--- config.mk ---
export PLATFORM = sky130hd
export DESIGN_NAME = keyed_pair_table_core_flat
export DESIGN_NICKNAME = d
export VERILOG_FILES = /design/src/rtl/core/kpt_pkg.sv /design/src/rtl/core/kpt_ifs.sv /design/src/rtl/core/keyed_pair_table_core.sv /design/src/flat_wrapper.sv
export SDC_FILE = /design/constraint.sdc
export NUM_CORES = 1
export LEC_CHECK = 0
export BUFFER_PORTS_ARGS = -buffer_cell sky130_fd_sc_hd__buf_2
export CORE_MARGIN = 5
export CORE_UTILIZATION = 50
export CTS_CLUSTER_SIZE = 16
export DETAILED_ROUTE_END_ITERATION = 10
export PLACE_DENSITY = 0.67
export SYNTH_ARGS = -nofsm -noshare
export SYNTH_HDL_FRONTEND = slang
export SYNTH_SLANG_ARGS = --single-unit
--- constraint.sdc ---
create_clock -name clk -period 4.65 [get_ports clk]
set_input_delay 0.6975 -clock clk [delete_from_list [all_inputs] [get_ports clk]]
set_output_delay 0.6975 -clock clk [all_outputs]
set_load 0.05 [all_outputs]
--- src/rtl/core/kpt_pkg.sv ---
// Shared constants and types for the keyed pair table.
package kpt_pkg;

  localparam int unsigned DEPTH_DEF = 16;
  localparam int unsigned SQ_W      = 6;
  localparam int unsigned PL_W      = 32;
  localparam int unsigned CNT_OUT_W = 5;

  typedef enum logic [1:0] {
    OP_ADD    = 2'd0,
    OP_REMOVE = 2'd1,
    OP_QUERY  = 2'd2,
    OP_CLEAR  = 2'd3
  } op_t;

endpackage

--- src/rtl/core/kpt_ifs.sv ---
// Valid/ready channel interfaces for the keyed pair table request and result beats.
interface kpt_in_if;
  import kpt_pkg::*;

  logic            valid;
  logic            ready;
  op_t             opcode;
  logic [SQ_W-1:0] from_square;
  logic [SQ_W-1:0] to_square;
  logic [PL_W-1:0] payload;

  modport source (output valid, output opcode, output from_square, output to_square,
                  output payload, input ready);
  modport sink   (input valid, input opcode, input from_square, input to_square,
                  input payload, output ready);
endinterface

interface kpt_out_if;
  import kpt_pkg::*;

  logic                 valid;
  logic                 ready;
  logic                 ok;
  logic [CNT_OUT_W-1:0] entry_count;

  modport source (output valid, output ok, output entry_count, input ready);
  modport sink   (input valid, input ok, input entry_count, output ready);
endinterface

--- src/rtl/core/keyed_pair_table_core.sv ---
// Packed key/value table keyed by a pair of squares, searched by one shared comparator.
// One request beat is taken at a time; in_bus.ready is high only while the sequencer is
// idle. The table lives in a single-port-read memory with a registered read, and one
// comparator walks the valid entries one per cycle; an add, remove or query ends its
// scan early when the key is found, a rejected add or a clear skips the scan, and a
// remove that hits then moves each entry behind the hit down by one place, through a
// read state (SHIFT) and a write state (SHWR).
// The result beat sits in an output register; a new request is taken while it waits.
// No clearing pass is needed after reset: only entries below the count are ever read.
module keyed_pair_table_core #(
  parameter int unsigned DEPTH = kpt_pkg::DEPTH_DEF
) (
  input  logic      clk,
  input  logic      rst_n,
  kpt_in_if.sink    in_bus,
  kpt_out_if.source out_bus
);
  import kpt_pkg::*;

  localparam int unsigned IDX_W = (DEPTH > 1) ? $clog2(DEPTH) : 1;
  localparam int unsigned CNT_W = $clog2(DEPTH + 1);

  typedef struct packed {
    logic [SQ_W-1:0] from_sq;
    logic [SQ_W-1:0] to_sq;
    logic [PL_W-1:0] payload;
  } entry_t;

  typedef enum logic [4:0] {
    ST_IDLE  = 5'b00001,
    ST_SCAN  = 5'b00010,
    ST_SHIFT = 5'b00100,
    ST_SHWR  = 5'b01000,
    ST_RESP  = 5'b10000
  } state_t;

  state_t               state_r, state_nxt;
  op_t                  op_r, op_nxt;
  logic [SQ_W-1:0]      from_r, from_nxt;
  logic [SQ_W-1:0]      to_r, to_nxt;
  logic [PL_W-1:0]      pl_r, pl_nxt;
  logic [CNT_W-1:0]     count_r, count_nxt;
  logic [CNT_W-1:0]     idx_r, idx_nxt;
  logic [CNT_W-1:0]     cmp_idx_r, cmp_idx_nxt;
  logic                 cmp_vld_r, cmp_vld_nxt;
  logic                 ok_r, ok_nxt;
  logic                 out_valid_r, out_valid_nxt;
  logic                 out_ok_r, out_ok_nxt;
  logic [CNT_OUT_W-1:0] out_count_r, out_count_nxt;

  entry_t               mem [DEPTH];
  entry_t               rd_data_r;
  logic                 rd_en;
  logic [IDX_W-1:0]     rd_addr;
  logic                 wr_en;
  logic [IDX_W-1:0]     wr_addr;
  entry_t               wr_data;

  logic                 hit;
  logic                 more;
  logic [CNT_W:0]       idx_inc;
  logic                 shift_more;

  assign hit        = cmp_vld_r && (rd_data_r.from_sq == from_r) && (rd_data_r.to_sq == to_r);
  assign more       = idx_r < count_r;
  assign idx_inc    = (CNT_W+1)'(idx_r) + (CNT_W+1)'(1);
  assign shift_more = idx_inc < (CNT_W+1)'(count_r);

  assign in_bus.ready        = (state_r == ST_IDLE);
  assign out_bus.valid       = out_valid_r;
  assign out_bus.ok          = out_ok_r;
  assign out_bus.entry_count = out_count_r;

  always_comb begin
    state_nxt     = state_r;
    op_nxt        = op_r;
    from_nxt      = from_r;
    to_nxt        = to_r;
    pl_nxt        = pl_r;
    count_nxt     = count_r;
    idx_nxt       = idx_r;
    cmp_idx_nxt   = cmp_idx_r;
    cmp_vld_nxt   = cmp_vld_r;
    ok_nxt        = ok_r;
    out_valid_nxt = out_valid_r;
    out_ok_nxt    = out_ok_r;
    out_count_nxt = out_count_r;
    rd_en         = 1'b0;
    rd_addr       = idx_r[IDX_W-1:0];
    wr_en         = 1'b0;
    wr_addr       = idx_r[IDX_W-1:0];
    wr_data       = rd_data_r;

    if (out_valid_r && out_bus.ready) begin
      out_valid_nxt = 1'b0;
    end

    unique case (state_r)
      ST_IDLE: begin
        if (in_bus.valid) begin
          op_nxt      = in_bus.opcode;
          from_nxt    = in_bus.from_square;
          to_nxt      = in_bus.to_square;
          pl_nxt      = in_bus.payload;
          idx_nxt     = '0;
          cmp_vld_nxt = 1'b0;
          unique case (in_bus.opcode)
            OP_CLEAR: begin
              count_nxt = '0;
              ok_nxt    = 1'b1;
              state_nxt = ST_RESP;
            end
            OP_ADD: begin
              if (count_r >= CNT_W'(DEPTH) || in_bus.from_square == in_bus.to_square) begin
                ok_nxt    = 1'b0;
                state_nxt = ST_RESP;
              end else begin
                state_nxt = ST_SCAN;
              end
            end
            default: state_nxt = ST_SCAN;
          endcase
        end
      end

      ST_SCAN: begin
        if (hit) begin
          cmp_vld_nxt = 1'b0;
          unique case (op_r)
            OP_ADD: begin
              wr_en     = 1'b1;
              wr_addr   = cmp_idx_r[IDX_W-1:0];
              wr_data   = '{from_sq: from_r, to_sq: to_r, payload: pl_r};
              ok_nxt    = 1'b1;
              state_nxt = ST_RESP;
            end
            OP_REMOVE: begin
              idx_nxt   = cmp_idx_r;
              state_nxt = ST_SHIFT;
            end
            default: begin
              ok_nxt    = 1'b1;
              state_nxt = ST_RESP;
            end
          endcase
        end else if (more) begin
          rd_en       = 1'b1;
          rd_addr     = idx_r[IDX_W-1:0];
          cmp_vld_nxt = 1'b1;
          cmp_idx_nxt = idx_r;
          idx_nxt     = idx_inc[CNT_W-1:0];
        end else begin
          cmp_vld_nxt = 1'b0;
          if (op_r == OP_ADD) begin
            wr_en     = 1'b1;
            wr_addr   = count_r[IDX_W-1:0];
            wr_data   = '{from_sq: from_r, to_sq: to_r, payload: pl_r};
            count_nxt = count_r + CNT_W'(1);
            ok_nxt    = 1'b1;
          end else begin
            ok_nxt    = 1'b0;
          end
          state_nxt = ST_RESP;
        end
      end

      ST_SHIFT: begin
        if (shift_more) begin
          rd_en     = 1'b1;
          rd_addr   = idx_inc[IDX_W-1:0];
          state_nxt = ST_SHWR;
        end else begin
          count_nxt = count_r - CNT_W'(1);
          ok_nxt    = 1'b1;
          state_nxt = ST_RESP;
        end
      end

      ST_SHWR: begin
        wr_en     = 1'b1;
        wr_addr   = idx_r[IDX_W-1:0];
        wr_data   = rd_data_r;
        idx_nxt   = idx_inc[CNT_W-1:0];
        state_nxt = ST_SHIFT;
      end

      ST_RESP: begin
        if (!out_valid_r || out_bus.ready) begin
          out_valid_nxt = 1'b1;
          out_ok_nxt    = ok_r;
          out_count_nxt = CNT_OUT_W'(count_r);
          state_nxt     = ST_IDLE;
        end
      end

      default: state_nxt = ST_IDLE;
    endcase
  end

  always_ff @(posedge clk) begin
    if (!rst_n) begin
      state_r     <= ST_IDLE;
      count_r     <= '0;
      cmp_vld_r   <= 1'b0;
      out_valid_r <= 1'b0;
    end else begin
      state_r     <= state_nxt;
      count_r     <= count_nxt;
      cmp_vld_r   <= cmp_vld_nxt;
      out_valid_r <= out_valid_nxt;
    end
  end

  always_ff @(posedge clk) begin
    op_r        <= op_nxt;
    from_r      <= from_nxt;
    to_r        <= to_nxt;
    pl_r        <= pl_nxt;
    idx_r       <= idx_nxt;
    cmp_idx_r   <= cmp_idx_nxt;
    ok_r        <= ok_nxt;
    out_ok_r    <= out_ok_nxt;
    out_count_r <= out_count_nxt;
  end

  always_ff @(posedge clk) begin
    if (wr_en) begin
      mem[wr_addr] <= wr_data;
    end
    if (rd_en) begin
      rd_data_r <= mem[rd_addr];
    end
  end

endmodule

--- src/flat_wrapper.sv ---
// flat-port wrapper written by rule: the top's interface ports become plain ports
module keyed_pair_table_core_flat import kpt_pkg::*;
#(
  parameter int unsigned DEPTH = kpt_pkg::DEPTH_DEF
)
  (clk, rst_n, in_bus_valid, in_bus_opcode, in_bus_from_square, in_bus_to_square, in_bus_payload, in_bus_ready, out_bus_valid, out_bus_ok, out_bus_entry_count, out_bus_ready);
  kpt_in_if in_bus_i ();
  kpt_out_if out_bus_i ();
  input  logic clk;
  input  logic rst_n;
  input wire logic [$bits(in_bus_i.valid)-1:0] in_bus_valid;
  input wire logic [$bits(in_bus_i.opcode)-1:0] in_bus_opcode;
  input wire logic [$bits(in_bus_i.from_square)-1:0] in_bus_from_square;
  input wire logic [$bits(in_bus_i.to_square)-1:0] in_bus_to_square;
  input wire logic [$bits(in_bus_i.payload)-1:0] in_bus_payload;
  output wire logic [$bits(in_bus_i.ready)-1:0] in_bus_ready;
  output wire logic [$bits(out_bus_i.valid)-1:0] out_bus_valid;
  output wire logic [$bits(out_bus_i.ok)-1:0] out_bus_ok;
  output wire logic [$bits(out_bus_i.entry_count)-1:0] out_bus_entry_count;
  input wire logic [$bits(out_bus_i.ready)-1:0] out_bus_ready;
  assign in_bus_i.valid = in_bus_valid;
  assign in_bus_i.opcode = in_bus_opcode;
  assign in_bus_i.from_square = in_bus_from_square;
  assign in_bus_i.to_square = in_bus_to_square;
  assign in_bus_i.payload = in_bus_payload;
  assign in_bus_ready = in_bus_i.ready;
  assign out_bus_valid = out_bus_i.valid;
  assign out_bus_ok = out_bus_i.ok;
  assign out_bus_entry_count = out_bus_i.entry_count;
  assign out_bus_i.ready = out_bus_ready;
  keyed_pair_table_core #(.DEPTH(DEPTH)) u_core (.clk(clk), .rst_n(rst_n), .in_bus(in_bus_i), .out_bus(out_bus_i));
endmodule
==> results.toml, run 1 <==
[run_status]
status = "completed"

[worst_setup_path]
cp.required_ps = 4970
worstSetupStartpointType = "flip-flop"
path_common_cell = "o221ai_1"
cp_slowest_stage_delay_ps = 640
cp-end-kind = "flip-flop"
r2r_slack_ps = 630
criticalPathCategory = "reg -> reg"
arrival_ps = 4340
cpMaxStageDelayCell = "edfxtp_1"
path_buf_inv = 1
critical_path.cell_chain = "and3_1 -> xnor2_1 -> ha_1 -> or3_1 -> o221ai_1 -> and2_2 -> buf_12 -> mux4_2 -> o221ai_1"
crit_fanout = 16
crit_family = "simple AND/OR/NAND/NOR gates"

[routing]
routed-via-count = 7696
dr.pass1.iters = 5
wl_per_cell_um = 24.5
routed_wirelength_um = 29600
drc = 0
viasPerCell = 6.38
drtIter0Drc = 777
ant_nets = 0

[sta]
clock.fmax_mhz = 249
drv_slew = 0
period_minus_slack_ps = 4020
hold_violations = 0
setup_slack_ps = 630
relSlewSlack_pct = 20.2
skew_ps = 9.74
rsz0062_at_grt = "no"
tightestPinTransition_ps = 1200
setup_viol = 0
setup_tns_ps = 0
min_period_over_period_pct = 86.5

[placed_design]
dpl-instance-area_um2 = 12900
port-buffer-count = 25
pre_cts_ws_ps = 657
hpwl_um = 18800
place.gp.congestion = 0.861

[synth]
ys_types = 64
synth-seq-cells = 247
synthFlopType = "edfxtp_1"
synth_seq_area_share_pct = 58.8
synth_nets = 901
synth.top_cell.area_share_pct = 56.8
synth-edff-count = 235
synth_warnings = 0
synth_area_um2 = 12400
syn_inst = 836
synth.area.top_cells = "edfxtp_1 57%, mux2i_1 9.6%, mux4_2 9.1%, mux2_2 2.2%, dfxtp_1 1.9%"
ys_async_sr_fraction_pct = 0
synth_top_cell_by_area = "edfxtp_1"
synth.avg_cell_area_um2 = 14.8

[cells_and_area]
n_antenna_cell = 0
final.fill_count = 1924
final_layout_size_suffix_gt1_share_pct = 20.2
syn_to_final_growth_pct = 10.7
layout_common_cells = "235 x edfxtp_1, 119 x mux2i_1, 50 x mux4_2"
stdcell_area_um2 = 13700
final_common_cell = "edfxtp_1"
layout.nets = 929

[hold_path]
hold_path_class = "in -> reg"

[floorplanning]
start_util_pct = 50.9
die_w_um = 168
dieArea_um2 = 28100
rows = 57
die_y_um = 168
top_level_ports = 58
core_um2 = 24400

[clocking]
cts-buffers-inserted = 26
ctsHoldBuffers = 0
htree_levels = 1
cts_tree = "yes"
clock_latency_ps = 540
ctsResizeCount = 0
clk_pin_slew_worst_paths_ps = 60
cts_max_path_buffers = 3
clkSinkCount = 247
post_cts_buffers = 0
cts-root-buf = "clkbuf_16"

[global_routing]
grt_start_max_net_pins = 63
grt_antenna_before_repair = 0
grt.total_usage_pct = 20.9
grt_pass1_vias = 7984
overflow = 0
grt_pass1_wl_um = 46300

[pwr]
power_density_nw_per_um2 = 396
vdd_drop_max_uv = 230
total_leakage_power_uw = 0.00472

[job]
maxCapViolations = 0
-- stage by stage --
stage               util, %  hold slack, ps  instances  total power, µW
floorplan                 -             400        836             3280
global placement       53.1             409       1160             3490
detailed placement     53.1             415       1160             3520
CTS                    56.3             343       1207             5470
global route           56.3             348       1207             5640
finish                 56.3             362       1207             5450
-- flip-flops by register name, indices dropped and copies added (netlist names) --
register,cells
u_core.cmp_idx_r,5
u_core.cmp_vld_r,1
u_core.count_r,5
u_core.from_r,6
u_core.idx_r,5
u_core.mem,192
u_core.ok_r,1
u_core.op_r,2
u_core.out_bus.entry_count,5
u_core.out_bus.ok,1
u_core.out_bus.valid,1
u_core.rd_data_r,12
u_core.state_r,5
u_core.to_r,6
-- worst paths after layout --
| path | to | cells after the start | start |
|---|---|---|---|
| setup reg to reg | u_core.rd_data_r[43]$_DFFE_PP_ | 9 | u_core.idx_r[2]$_DFFE_PP_ |
| hold / removal | u_core.to_r[2]$_DFFE_PP_ | 1 | in_bus_to_square[2] |
| setup / recovery | u_core.rd_data_r[43]$_DFFE_PP_ | 9 | u_core.idx_r[2]$_DFFE_PP_ |
| hold reg to reg | u_core.out_bus.ok$_DFFE_PP_ | 0 | u_core.ok_r$_DFFE_PP_ |
-- layout make-up --
type,instances,area [µm²],area share [%]
Clock buffer,32,673,4.90
Timing Repair Buffer,53,348,2.53
Sequential cell,247,7300,53.1
Multi-Input combinational cell,521,4830,35.2
Clock inverter,15,126,0.920
Inverter,15,56.3,0.410
Tap cell,324,405,2.95
-- layer usage --
| metal | vias up | part of all wire (%) | global-route usage (%) | wire (µm) |
|---|---|---|---|---|
| met5 | - | 0 | 0 | 0 |
| met4 | 0 | 2.4 | 6.21 | 710 |
| met3 | 58 | 7.5 | 3.37 | 2210 |
| met2 | 331 | 48 | 34.4 | 14200 |
| met1 | 3897 | 42 | 29.0 | 12500 |
| li1 | 3410 | - | - | - |
-- cell usage after synthesis (all sizes together), types with 7 or more instances --
cell type and instances:
nand2 26, nand2b 9, and3 7, nor3 23, mux4 50, o221ai 12, o21ai 11, xor2 17
nor2 36, o31ai 7, mux2 24, or3 11, clkbuf 20, ha 14, edfxtp 235, buf 33
mux2i 119, o22a 13, nor2b 10, dfxtp 12, a21oi 32, inv 15, o22ai 15, nand3 8
-- where the power goes --
part,switching (µW),total (µW),internal [µW]
sequential,27.2,2490,2460
clock,828,1960,1130
combinational,561,1000,439
total,1420,5450,4030
-- logic make-up after synthesis --
kind of cell    Yosys count  synth area share [%]
fa+ha+maj                15                  1.57
flops                   247                  58.8
buf+inv                  68                  2.70
compound gates          132                  7.75
xor+xnor                 22                  1.55
simple gates            159                  6.79
mux                     193                  20.8
(Power assumes the default switching activity.)
==> run 2: changes to the inputs <==
--- a/config.mk
+++ b/config.mk
@@ -7,10 +7,10 @@
 export LEC_CHECK = 0
 export BUFFER_PORTS_ARGS = -buffer_cell sky130_fd_sc_hd__buf_2
 export CORE_MARGIN = 5
-export CORE_UTILIZATION = 50
+export CORE_UTILIZATION = 60
 export CTS_CLUSTER_SIZE = 16
 export DETAILED_ROUTE_END_ITERATION = 10
-export PLACE_DENSITY = 0.67
+export PLACE_DENSITY = 0.78
 export SYNTH_ARGS = -nofsm -noshare
 export SYNTH_HDL_FRONTEND = slang
 export SYNTH_SLANG_ARGS = --single-unit
==> run 2 against run 1 <==
Net effect: register-to-register slack improved by 190 ps; final area increased by 0.36%; setup slack improved by 190 ps; clock skew increased by 4.8 ps.
==> results.toml, run 2 (synthesized netlist as in run 1, its figures left out) <==
[pwr]
pwr-share-comb_pct = 17.7
vdd_drop_max_uv = 253
seqPwrFrac_pct = 43.9
switching_share_pct = 25.9
power_uw = 5660
total_leakage_power_uw = 0.00478
switchingPower_uw = 1470
intPower_uw = 4190
power_density_nw_per_um2 = 410
pwr-share-clk_pct = 38.4

[routing]
drtIter0Drc = 826
viasPerCell = 6.83
drc = 0
dr.pass1.iters = 5
routed-via-count = 7908
ant_nets = 0
routed_wirelength_um = 29500
wl_per_cell_um = 25.5

[worst_setup_path]
crit_fanout = 13
arrival_ps = 4070
criticalPathCategory = "reg -> reg"
critical_path.cell_chain = "xor2_1 -> nor4_1 -> and4_1 -> o211a_1 -> nand2b_1 -> nor2b_1 -> and3_1 -> buf_4"
cp_slowest_stage_delay_ps = 580
worstSetupStartpointType = "flip-flop"
cp-end-kind = "flip-flop"
cpMaxStageDelayCell = "nor4_1"
crit_family = "simple AND/OR/NAND/NOR gates"
path_buf_inv = 1
crit_start = "u_core.from_r[1]$_DFFE_PP_"
rr_startpoint = "u_core.from_r[1]$_DFFE_PP_"
cp.required_ps = 4890

[hold_path]
hold_path.startpoint = "in_bus_to_square[1]"
hold_path_class = "in -> reg"

[global_routing]
grt.total_usage_pct = 24.6
grt_antenna_before_repair = 0
grt_pass1_wl_um = 45700
grt_start_max_net_pins = 66
overflow = 0
grt_pass1_vias = 7991

[placed_design]
place.gp.congestion = 0.894
place_inst = 1108
port-buffer-count = 25
hpwl_um = 18500
dpl-instance-area_um2 = 12900

[cells_and_area]
largest_register_ff_count = 192
n_antenna_cell = 0
final_layout_size_suffix_gt1_share_pct = 21.2
syn_to_final_growth_pct = 11.1
stdcell_count = 1157
layout_common_cells = "235 x edfxtp_1, 119 x mux2i_1, 50 x mux4_2"
largest-register = "u_core.mem"
reg.largest.list = "u_core.mem (192), u_core.rd_data_r (12)"
stdcell_area_um2 = 13800
final_common_cell = "edfxtp_1"
layout.nets = 932
postLayoutCoreUtil_pct = 67.9

[clocking]
clkSinkCount = 247
clk_pin_slew_worst_paths_ps = 60
cts-root-buf = "clkbuf_16"
clock_latency_ps = 550
ctsResizeCount = 0
ctsHoldBuffers = 0
htree_levels = 1
cts_max_path_buffers = 3
cts_tree = "yes"
cts-buffers-inserted = 27
post_cts_buffers = 0

[floorplanning]
top_level_ports = 58
rows = 52
core_um2 = 20300
die_w_um = 154
start_util_pct = 61.2
die_y_um = 154
dieArea_um2 = 23700

[sta]
skew_ps = 14.6
hold_violations = 0
setup_tns_ps = 0
clock.fmax_mhz = 261
rsz0062_at_grt = "no"
period_minus_slack_ps = 3830
setup_viol = 0
relSlewSlack_pct = 20.7
tightestPinTransition_ps = 1190
min_period_over_period_pct = 82.3
drv_slew = 0

[job]
maxCapViolations = 0

[run_status]
status = "completed"
## run 2: changes by cell type in the layout (fill, tap and decap cells not counted)
cell        before  now
clkinv_1         8    4
inv_16           0    1
clkbuf_16       26   27
clkinvlp_4       0    3
clkinv_2         4    5
buf_4           27   29
inv_6            0    1
clkinv_8         1    0
clkbuf_1         6    4
bufinv_16        2    4
## run 2: routing by layer
metal | vias to the layer above | routed length [µm] | GRT usage, %
li1 | 3413 | - | -
met1 | 4017 | 11600 | 34.0
met2 | 395 | 14400 | 40.6
met3 | 83 | 2590 | 4.02
met4 | 0 | 931 | 7.82
met5 | - | 0 | 0
## run 2: cell type report
class,count,area [µm²]
Sequential cell,247,7300
Clock buffer,31,691
Tap cell,270,338
Inverter,15,56.3
Fill cell,1356,6510
Multi-Input combinational cell,521,4830
Clock inverter,18,211
Timing Repair Buffer,55,363
## run 2: per-stage QoR
stage                     setup slack (ps)  hold slack, ps
after CTS                              837             343
after detailed placement               845             408
final                                  822             355
after global routing                   491             343
after floorplan                       1280             400
after global placement                 918             406
## run 2: power by group through the flow
stage	clock, µW	combinational, µW	sequential [µW]
finish	2170	1000	2490
global route	2300	1070	2490
CTS	2190	995	2490
detailed placement	0	987	2530
global placement	0	947	2530
floorplan	0	758	2520
## run 2: worst paths after layout
check	cells after the start	endpoint	slack, ps
worst min-delay path	1	u_core.to_r[1]$_DFFE_PP_	360
worst max register to register	8	u_core.mem[15][43]$_DFFE_PP_	820
worst min register to register	0	u_core.out_bus.ok$_DFFE_PP_	420
worst max-delay path	8	u_core.mem[15][43]$_DFFE_PP_	820
==> run 3: changes to the inputs <==
--- a/config.mk
+++ b/config.mk
@@ -5,6 +5,7 @@
 export SDC_FILE = /design/constraint.sdc
 export NUM_CORES = 1
 export LEC_CHECK = 0
+export ABC_AREA = 1
 export BUFFER_PORTS_ARGS = -buffer_cell sky130_fd_sc_hd__buf_2
 export CORE_MARGIN = 5
 export CORE_UTILIZATION = 60
==> constraint.sdc (replaced) <==
create_clock -name clk -period 3.65 [get_ports clk]
set_input_delay 0.5475 -clock clk [delete_from_list [all_inputs] [get_ports clk]]
set_output_delay 0.5475 -clock clk [all_outputs]
set_load 0.05 [all_outputs]
==> run 3 against run 2 <==
Net effect: synthesized cell count up 36%; final area down 6.4%; non-clock buffer count up 15; largest power group unchanged; setup slack worse by 580 ps.
==> results.toml, run 3 <==
[run_status]
status = "completed"

[placed_design]
hpwl_um = 15700
pre_cts_ws_ps = 397
place.gp.congestion = 0.850
port-buffer-count = 25

[global_routing]
grt_start_max_net_pins = 61
grt.total_usage_pct = 23.5
overflow = 0
grt_antenna_before_repair = 0
grt_pass1_vias = 7867
grt_pass1_wl_um = 41100

[sta]
setup_slack_ps = 245
period_minus_slack_ps = 3410
setup_viol = 0
hold_violations = 0
drv_slew = 0
rsz0062_at_grt = "no"
clock.fmax_mhz = 294
relSlewSlack_pct = 24.3
tightestPinTransition_ps = 1130
min_period_over_period_pct = 93.3
setup_tns_ps = 0
skew_ps = 7.68

[cells_and_area]
multi_input_area_um2 = 3390
final_layout_size_suffix_gt1_share_pct = 10.2
n_antenna_cell = 0
reg.largest.list = "u_core.mem (192), u_core.rd_data_r (12)"
syn_to_final_growth_pct = 12.9
largest_register_ff_count = 192
seqCellArea_um2 = 7300
layout.nets = 1253
layout_common_cells = "296 x nand2_1, 235 x edfxtp_1, 208 x nand3_1"
final.fill_count = 1274
final_common_cell = "nand2_1"
largest-register = "u_core.mem"

[routing]
wl_per_cell_um = 17.9
viasPerCell = 5.71
drc = 0
routed-via-count = 8235
routed_wirelength_um = 25800
dr.pass1.iters = 5
ant_nets = 0
drtIter0Drc = 949

[worst_setup_path]
cp.required_ps = 4030
arrival_ps = 3780
crit_fanout = 25
r2r_cells = 15
worstSetupStartpointType = "flip-flop"
cp-end-kind = "flip-flop"
criticalPathCategory = "reg -> reg"

[clocking]
clk_pin_slew_worst_paths_ps = 60
cts-root-buf = "clkbuf_16"
ctsResizeCount = 0
clkSinkCount = 247
ctsHoldBuffers = 0
cts-buffers-inserted = 26
cts_max_path_buffers = 3
post_cts_buffers = 0
htree_levels = 1
cts_tree = "yes"
clock_latency_ps = 520

[synth]
syn_inst = 1140
synth_top_cells_by_count = "296 x nand2_1, 235 x edfxtp_1, 208 x nand3_1"
ys_async_sr_fraction_pct = 0
synth_area_um2 = 11400
synth-seq-cells = 247
synthFlopType = "edfxtp_1"
synth.area.top_cells = "edfxtp_1 62%, nand2_1 9.7%, nand3_1 9.1%, inv_1 4.6%, dfxtp_1 2.1%"
synth-edff-count = 235
synth_warnings = 0
synth_top_cell_by_area = "edfxtp_1"
ys_types = 39
synth_nets = 1205
synth_seq_area_share_pct = 63.8
synth.most_common_cell = "nand2_1"
synth.top_cell.area_share_pct = 61.7
synth.avg_cell_area_um2 = 10.0

[floorplanning]
die_y_um = 148
rows = 50
die_w_um = 148
core_um2 = 18800
start_util_pct = 61.0
dieArea_um2 = 21900
top_level_ports = 58

[pwr]
pwr-share-comb_pct = 17.4
total_leakage_power_uw = 0.00537
power_density_nw_per_um2 = 544
power_uw = 7020
switchingPower_uw = 1910
seqPwrFrac_pct = 45.6
vdd_drop_max_uv = 362
intPower_uw = 5110
pwr-share-clk_pct = 37.0
switching_share_pct = 27.2

[job]
maxCapViolations = 0

[hold_path]
hold_depth = 1
hold_path_class = "in -> reg"
## run 3: changes by cell type after synthesis, moves of 24 or more
cell     previous run  this run
mux2_2             24         0
mux4_2             50         0
nor2_1             36        61
mux2i_1           119         0
nand2_1            25       296
nand3_1             8       208
inv_1              15       140
## run 3: logic make-up (layout without fill, tap and decap cells)
logic type | Yosys count | in the layout | share of synthesized area, %
adders and majority gates | 15 | 15 | 1.71
and+or+nand+nor | 608 | 608 | 23.7
DFF | 247 | 247 | 63.8
AOI/OAI and AO/OA | 67 | 67 | 3.20
buffers and inverters | 193 | 261 | 6.86
xor gates and xnor gates | 10 | 10 | 0.766
## run 3: worst paths after layout
| kind | start | to | slack (ps) |
|---|---|---|---|
| worst max-delay path | u_core.idx_r[0]$_DFFE_PP_ | u_core.rd_data_r[33]$_DFFE_PP_ | 240 |
| worst min-delay path | in_bus_from_square[3] | u_core.from_r[3]$_DFFE_PP_ | 230 |
| worst max register to register | u_core.idx_r[0]$_DFFE_PP_ | u_core.rd_data_r[33]$_DFFE_PP_ | 240 |
| worst min register to register | u_core.ok_r$_DFFE_PP_ | u_core.out_bus.ok$_DFFE_PP_ | 420 |
## run 3: stage by stage
stage          util [%]  area, µm²  hold slack (ps)  std cells
2_1_floorplan         -      11400              400       1140
3_3_place_gp       64.1      12000              404       1393
3_5_place_dp       64.1      12000              407       1393
4_1_cts            68.8      12900              216       1441
5_1_grt            68.8      12900              214       1442
6_report           68.8      12900              228       1442
## run 3: power by group through the flow
stage | Combinational [µW] | Sequential, µW | Clock [µW]
floorplan | 858 | 3250 | 0
global placement | 1160 | 3260 | 0
detailed placement | 1190 | 3260 | 0
CTS | 1210 | 3200 | 2620
global route | 1360 | 3210 | 2750
finish | 1220 | 3200 | 2600
## run 3: area by class of cell
class / instances / share of cell area, %
Clock inverter: 10 / 0.591
Multi-Input combinational cell: 700 / 26.3
Sequential cell: 247 / 56.5
Clock buffer: 38 / 6.11
Tap cell: 234 / 2.27
Inverter: 143 / 4.16
Timing Repair Buffer: 70 / 4.07
## run 3: routing by layer
metal | vias up | global-route usage, % | routed length, µm
met5 | - | 0 | 0
met4 | 0 | 6.24 | 546
met3 | 46 | 3.23 | 2240
met2 | 386 | 39.3 | 12200
met1 | 3873 | 32.8 | 10700
li1 | 3930 | - | -
## run 3: critical path, cell delays in order, from the launching register on
cell and delay, ps:
edfxtp_1 390, ha_1 240, nand2_1 80, inv_1 50, nand2_1 70, xor2_1 190
inv_1 60, ha_1 180, nor2_2 260, nand4_4 270, o21ai_4 770, buf_12 260
nand3_1 120, nand3_1 140, nand3_1 80, nand2_1 80
